**src/hw/rtl/dcpa_pkg.sv**
```systemverilog
// Types, codes and helpers for the DMA channel pool allocator.
package dcpa_pkg;

  localparam int CHANNELS = 8;
  localparam int CHAN_W   = 4;
  localparam int COUNT_W  = 16;
  localparam int BITS_W   = 6;
  localparam int PRIO_W   = 3;

  localparam logic [CHAN_W:0]  CHAN_LIMIT = (CHAN_W + 1)'(CHANNELS);
  localparam logic [BITS_W-1:0] WIDTH_8   = BITS_W'(8);
  localparam logic [BITS_W-1:0] WIDTH_16  = BITS_W'(16);
  localparam logic [BITS_W-1:0] WIDTH_32  = BITS_W'(32);
  localparam logic [PRIO_W-1:0] PRIO_MAX  = PRIO_W'(3);

  typedef enum logic [2:0] {
    OP_ALLOC = 3'd0,
    OP_FREE  = 3'd1,
    OP_START = 3'd2,
    OP_STOP  = 3'd3,
    OP_QUERY = 3'd4
  } op_e;

  typedef enum logic [1:0] {
    MODE_FREE  = 2'd0,
    MODE_ALLOC = 2'd1,
    MODE_BUSY  = 2'd2
  } mode_e;

  typedef enum logic [1:0] {
    ST_OK     = 2'd0,
    ST_STATE  = 2'd1,
    ST_PARAM  = 2'd2,
    ST_NOFREE = 2'd3
  } status_e;

  typedef struct packed {
    logic [2:0]         op;
    logic [CHAN_W-1:0]  channel;
    logic [COUNT_W-1:0] count;
    logic [BITS_W-1:0]  periph_bits;
    logic [BITS_W-1:0]  mem_bits;
    logic [PRIO_W-1:0]  prio;
    logic               circular;
  } req_t;

  typedef struct packed {
    logic [1:0]         status;
    logic [CHAN_W-1:0]  granted;
    logic [COUNT_W-1:0] remaining;
    logic               done_res;
  } rsp_t;

  // Request token that walks the cell chain, collecting its response.
  typedef struct packed {
    logic               vld;
    logic [2:0]         op;
    logic [CHAN_W-1:0]  channel;
    logic [COUNT_W-1:0] count;
    logic               circular;
    logic               param_ok;
    logic               taken;
    rsp_t               rsp;
  } tok_t;

  function automatic logic width_ok(input logic [BITS_W-1:0] w);
    return (w == WIDTH_8) || (w == WIDTH_16) || (w == WIDTH_32);
  endfunction

endpackage

```
**src/hw/rtl/dcpa_cell.sv**
```systemverilog
// One channel of the pool: holds its mode and count, acts on the passing token.
module dcpa_cell
  import dcpa_pkg::*;
(
  input  logic              clk,
  input  logic              rst_n,
  input  logic [CHAN_W-1:0] cell_id,
  input  tok_t              tok_in,
  output tok_t              tok_out
);

  mode_e              mode_r, mode_nxt;
  logic [COUNT_W-1:0] left_r, left_nxt;
  tok_t               tok_r, tok_nxt;
  logic               hit;

  assign hit = (tok_in.channel == cell_id);

  // Apply the request to this channel and update the token
  always_comb begin
    mode_nxt = mode_r;
    left_nxt = left_r;
    tok_nxt  = tok_in;
    if (tok_in.vld) begin
      unique case (tok_in.op)
        OP_ALLOC: begin
          if (!tok_in.taken && mode_r == MODE_FREE) begin
            mode_nxt            = MODE_ALLOC;
            left_nxt            = '0;
            tok_nxt.taken       = 1'b1;
            tok_nxt.rsp.status  = ST_OK;
            tok_nxt.rsp.granted = cell_id;
          end
        end
        OP_FREE: begin
          if (hit) begin
            mode_nxt = MODE_FREE;
            left_nxt = '0;
          end
        end
        OP_START: begin
          if (hit) begin
            if (mode_r != MODE_ALLOC) begin
              tok_nxt.rsp.status = ST_STATE;
            end else if (!tok_in.param_ok) begin
              tok_nxt.rsp.status = ST_PARAM;
            end else if (tok_in.circular) begin
              mode_nxt = MODE_BUSY;
              left_nxt = tok_in.count;
            end else begin
              left_nxt             = '0;
              tok_nxt.rsp.done_res = 1'b1;
            end
          end
        end
        OP_STOP: begin
          if (hit) begin
            if (mode_r != MODE_BUSY) begin
              tok_nxt.rsp.status = ST_STATE;
            end else begin
              mode_nxt = MODE_ALLOC;
              left_nxt = '0;
            end
          end
        end
        OP_QUERY: begin
          if (hit && mode_r == MODE_BUSY) begin
            tok_nxt.rsp.remaining = left_r;
          end
        end
        default: begin
        end
      endcase
    end
  end

  // Hold channel state; pass the token to the next cell
  always_ff @(posedge clk) begin
    if (!rst_n) begin
      mode_r    <= MODE_FREE;
      left_r    <= '0;
      tok_r.vld <= 1'b0;
    end else begin
      mode_r <= mode_nxt;
      left_r <= left_nxt;
      tok_r  <= tok_nxt;
    end
  end

  assign tok_out = tok_r;

endmodule

```
**src/hw/rtl/dma_channel_pool_allocator_core.sv**
```systemverilog
// DMA channel pool allocator: a chain of CHANNELS cells, one per channel.
// The request token steps through one channel cell per cycle from input
// acceptance; the response is then registered and out_valid is raised.
// One request is in flight: a new request is accepted only after the result is taken.
// Reset (rst_n low, synchronous): every channel free with count zero, no
// transaction in flight.
module dma_channel_pool_allocator_core
  import dcpa_pkg::*;
(
  input  logic clk,
  input  logic rst_n,
  input  logic in_valid,
  output logic in_ready,
  input  req_t in_data,
  output logic out_valid,
  input  logic out_ready,
  output rsp_t out_data
);

  tok_t chain [CHANNELS+1];
  logic busy_r, busy_nxt;
  logic out_valid_r, out_valid_nxt;
  rsp_t out_data_r;
  logic in_acc, out_acc;
  logic in_pool;

  assign in_ready = !busy_r;
  assign in_acc   = in_valid && in_ready;
  assign out_acc  = out_valid_r && out_ready;
  assign in_pool  = ({1'b0, in_data.channel} < CHAN_LIMIT);

  // Build the entry token with its starting status
  always_comb begin
    chain[0].vld           = in_acc;
    chain[0].op            = in_data.op;
    chain[0].channel       = in_data.channel;
    chain[0].count         = in_data.count;
    chain[0].circular      = in_data.circular;
    chain[0].param_ok      = (in_data.count != '0) && width_ok(in_data.periph_bits) &&
                             width_ok(in_data.mem_bits) && (in_data.prio <= PRIO_MAX);
    chain[0].taken         = 1'b0;
    chain[0].rsp.granted   = '0;
    chain[0].rsp.remaining = '0;
    chain[0].rsp.done_res  = 1'b0;
    unique case (in_data.op) inside
      OP_ALLOC:                               chain[0].rsp.status = ST_NOFREE;
      OP_FREE, OP_START, OP_STOP, OP_QUERY:   chain[0].rsp.status =
                                                in_pool ? ST_OK : ST_PARAM;
      default:                                chain[0].rsp.status = ST_PARAM;
    endcase
  end

  // Row of channel cells
  for (genvar i = 0; i < CHANNELS; i++) begin : g_cell
    dcpa_cell u_cell (
      .clk     (clk),
      .rst_n   (rst_n),
      .cell_id (CHAN_W'(i)),
      .tok_in  (chain[i]),
      .tok_out (chain[i+1])
    );
  end

  // Track the transaction in flight and the result register
  always_comb begin
    busy_nxt = busy_r;
    if (in_acc) begin
      busy_nxt = 1'b1;
    end else if (out_acc) begin
      busy_nxt = 1'b0;
    end
    out_valid_nxt = out_valid_r;
    if (chain[CHANNELS].vld) begin
      out_valid_nxt = 1'b1;
    end else if (out_acc) begin
      out_valid_nxt = 1'b0;
    end
  end

  always_ff @(posedge clk) begin
    if (!rst_n) begin
      busy_r      <= 1'b0;
      out_valid_r <= 1'b0;
    end else begin
      busy_r      <= busy_nxt;
      out_valid_r <= out_valid_nxt;
    end
  end

  // Capture the response as the token leaves the last cell
  always_ff @(posedge clk) begin
    if (chain[CHANNELS].vld) begin
      out_data_r <= chain[CHANNELS].rsp;
    end
  end

  assign out_valid = out_valid_r;
  assign out_data  = out_data_r;

endmodule

```
**config.mk**
```make
export PLATFORM = sky130hd
export DESIGN_NAME = dma_channel_pool_allocator_core
export DESIGN_NICKNAME = d
export VERILOG_FILES = /design/src/hw/rtl/dcpa_pkg.sv /design/src/hw/rtl/dcpa_cell.sv /design/src/hw/rtl/dma_channel_pool_allocator_core.sv
export SDC_FILE = /design/constraint.sdc
export NUM_CORES = 1
export LEC_CHECK = 0
export BUFFER_PORTS_ARGS = -buffer_cell sky130_fd_sc_hd__buf_2
export CORE_ASPECT_RATIO = 1.1
export CORE_MARGIN = 2
export CORE_UTILIZATION = 40
export DETAILED_ROUTE_END_ITERATION = 8
export GPL_TIMING_DRIVEN = 1
export PLACE_DENSITY_LB_ADDON = 0.25
export SETUP_SLACK_MARGIN = 0.15
export SYNTH_ARGS = -nofsm -noshare
export SYNTH_HDL_FRONTEND = slang
export SYNTH_SLANG_ARGS = --single-unit
```
**constraint.sdc**
```tcl
create_clock -name clk -period 2.5 [get_ports clk]
set_clock_uncertainty 0.2 [all_clocks]
set_input_delay 0.5 -clock clk [delete_from_list [all_inputs] [get_ports clk]]
set_output_delay 0.5 -clock clk [all_outputs]
set_load 0.05 [all_outputs]
```
==> metrics.txt <==
syn_nets=1517; Num CTS Buffers=between 50 and 60; total of max-cap violations=0; most frequent cells in the layout=edfxtp_1, dfxtp_1, nand2_1; DP HPWL=23300 um; Syn Area/Cell=13.83 um2; Pins Over Slew Limit=0; sequential share of the synthesized area=about 70%; routability congestion estimate=0.8996; Iter 0 DRT Violations=566; Via Count=11519; Post-route DRC=0; Layout Nets=1643; die area=0.05278 mm2; Reg power frac=53.5%; Final Hold Viols=0; Syn Inst Count=1474; row count=86; layout cells sized above 1=21.84%; Initial Utilization=between 40% and 50%; Required @ worst endpoint=2.79 ns; placed cell count=2173; most common library cell in the layout ignoring fill and taps=edfxtp_1; Tcrit/Tclk final=92.85%; Total Routing Usage GR=13.33%; crit-path cells=dlygate4sd3_1 > buf_2 > nor4_1 > and4_1 > buf_4 > nor4b_2 > o22ai_4 > buf_12 > a22o_1; routed length per instance=14.95 um; Setup crit end=g_cell[0].u_cell.left_r[8]$_SDFFE_PN0P_; Sw Ratio=just over 20%; global-route wire length before repair=between 50000 and 60000 um; initial antenna violation count=0; clock sinks=527; Final Cell Area=roughly 0.024 mm2; I/O pin cnt=68; Clock Pin Slew Worst Setup and Hold Paths=around 0.06 ns; Switching Power=around 3.8 mW; crit path kind=input port to flip-flop; status=complete, no violations; DP Area=0.02165 mm2; # H-tree levels=2; Worst R2R Start=g_cell[2].u_cell.tok_out[45]$_DFFE_PP_; Slew @ Worst Pin=0.7099 ns; critical path launch point type=input port; total power per unit cell area=778.8 mW/mm2; internal power=14.79 mW; Max stage delay on crit path=0.54 ns; Die Span Y=240.8 um; Logic pwr share=3.4%; Fillers=4332; Max Fanout on Critical Path=16; Congestion Overflow GR=0; asr flop ratio synth=0%; Yosys warnings=0; count of cell types in the netlist=80; Seq cells post-synth=about 530; reg2reg end=g_cell[3].u_cell.mode_r[0]$_SDFFE_PN0P_; clk_lat worst skew=0.60 ns; root buffer cell=clkbuf_16; die width=219.2 um; Via density=5.000; register area=0.01428 mm2; Area Overhead vs Synth=16.96%; cell at the slowest stage of the critical path=dlygate4sd3_1; Port Buf Inserts=64; endpoints failing setup=0; Slew HR=around 52%; CTS tree=built; min cycle time layout=2.321 ns; final non-filler cell total=2304; WL final=between 30000 and 40000 um; clock power share=a little over two fifths; prevailing post-synth register cell=edfxtp_1; Critical Path AT=~2.6 ns; core footprint=0.05025 mm2; Setup crit start=in_data[27]; post-synthesis cell area=0.02038 mm2; Reg2Reg Depth=6; Max rail drop VDD=0.0003938 V; number of nets with antenna violations after routing=0; Critical Path End Type=flip-flop; footprint of the multi-input gates=0.005784 mm2; DRT Pass-1 Iters=5; EDFF count, synth=between 300 and 400; number of global-route vias before repair=11755; flop-to-flop setup slack=0.23 ns; Hold Path Class=input port to flip-flop; n_diodes=0; CTS Buffer Depth=3; Lkg Pwr=8.381 nW; largest net degree at the start of global routing=81; Fmax achieved=430.8 MHz; unrepaired setup endpoints after global routing=false
==> power groups by stage <==
stage | Clock (mW) | Combinational, mW | Sequential [mW]
after CTS | 8.24 | 0.618 | 9.92
after floorplan | 0 | 0.336 | 10.0
after global routing | 8.58 | 0.697 | 9.97
after detailed placement | 0 | 0.582 | 10.1
final | 8.01 | 0.627 | 9.93
after global placement | 0 | 0.567 | 10.1
==> sequential cells by signal (all words and copies together) (netlist names) <==
register / flops
out_valid: 1
g_cell.u_cell.tok_out: 359
busy_r: 1
g_cell.u_cell.left_r: 128
out_data: 22
g_cell.u_cell.mode_r: 16
==> how the worst min path moves through the flow <==
stage	start	to	slack [ns]	cells after the start
CTS	in_data[35]	g_cell[0].u_cell.tok_out[45]$_DFFE_PP_	0.001	2
floorplan	g_cell[7].u_cell.tok_out[0]$_DFFE_PP_	out_data[0]$_DFFE_PP_	0.20	0
finish	in_data[35]	g_cell[0].u_cell.tok_out[45]$_DFFE_PP_	0.04	2
global route	in_data[35]	g_cell[0].u_cell.tok_out[45]$_DFFE_PP_	0.04	2
detailed placement	g_cell[7].u_cell.tok_out[11]$_DFFE_PP_	out_data[11]$_DFFE_PP_	0.20	0
global placement	g_cell[7].u_cell.tok_out[11]$_DFFE_PP_	out_data[11]$_DFFE_PP_	0.21	0
==> cell type report <==
type | instances | area share, %
Sequential cell | 527 | 59.92
Multi-Input combinational cell | 857 | 24.27
Clock buffer | 75 | 6.246
Timing Repair Buffer | 143 | 4.556
Tap cell | 660 | 3.464
Clock inverter | 23 | 1.249
Inverter | 19 | 0.2992
==> stage by stage <==
step	util (%)	setup WS, ns	TNS (ns)	total power [mW]	hold WS [ns]
floorplan	-	0.1774	0	10.36	0.2003
global placement	43.08	0.02741	0	10.66	0.2051
detailed placement	43.08	-0.04194	-0.4384	10.69	0.2045
CTS	47.18	0.1595	0	18.78	0.001206
global route	47.44	0.1434	0	19.24	0.03575
finish	47.44	0.1788	0	18.56	0.03764
==> Yosys cell counts, drive strengths merged, types with 4 or more instances <==
master | number | share of area [%]
nand3 | 94 | 2.3
clkbuf | 41 | 0.76
mux2i | 18 | 0.88
mux2 | 112 | 6.2
nor4 | 13 | 0.50
o21ai | 83 | 2.0
o211ai | 5 | 0.18
nor2 | 58 | 1.1
a21boi | 5 | 0.18
inv | 19 | 0.35
nand2 | 136 | 2.5
or4 | 6 | 0.22
nor3 | 14 | 0.37
a211oi | 4 | 0.15
nor3b | 5 | 0.18
o22ai | 4 | 0.19
o21bai | 5 | 0.18
a31o | 6 | 0.30
a21oi | 64 | 1.6
buf | 30 | 0.85
o31ai | 8 | 0.29
nor4b | 7 | 0.42
a22o | 33 | 1.4
nand3b | 4 | 0.15
or2 | 7 | 0.21
edfxtp | 373 | 55
xnor2 | 6 | 0.26
nor2b | 25 | 0.77
and4 | 6 | 0.26
and2 | 24 | 0.74
a31oi | 6 | 0.18
and4b | 5 | 0.25
nand2b | 24 | 0.74
o221a | 4 | 0.22
dfxtp | 154 | 15
and3b | 4 | 0.17
and3 | 8 | 0.27
nand4 | 4 | 0.12
==> cell families after synthesis <==
kind of cell / after synthesis / share of synthesized area [%]
XOR/XNOR: 6 / 0.2578
multiplexers: 130 / 7.072
AO/OA/AOI/OAI: 256 / 8.435
buffers and inverters: 90 / 1.958
flip-flops: 527 / 70.08
AND/OR/NAND/NOR: 464 / 12.18
other: 1 / 0.01840
==> metal layers <==
metal | track usage (%) | wire (um) | up-vias
met2 | 24.06 | 17670 | 235
li1 | - | - | 5800
met4 | 6.122 | 1072 | 0
met5 | 0 | 0 | -
met1 | 15.49 | 14420 | 5408
met3 | 2.205 | 1298 | 76
==> critical path: cells and delay by family <==
| kind | cells | cell delay, ns |
|---|---|---|
| compound gates | 2 | 0.36 |
| buf+inv | 4 | 0.99 |
| simple gates | 3 | 0.74 |
==> timing repair <==
item,4_1_cts,5_1_grt
setup buffers,1,7
resized for setup,1,17
hold buffers,25,0
setup endpoints to repair,34,51
endpoints found under the hold margin,42,0
pin swaps,1,3
No activity file was read; power rests on OpenSTA's default activity.
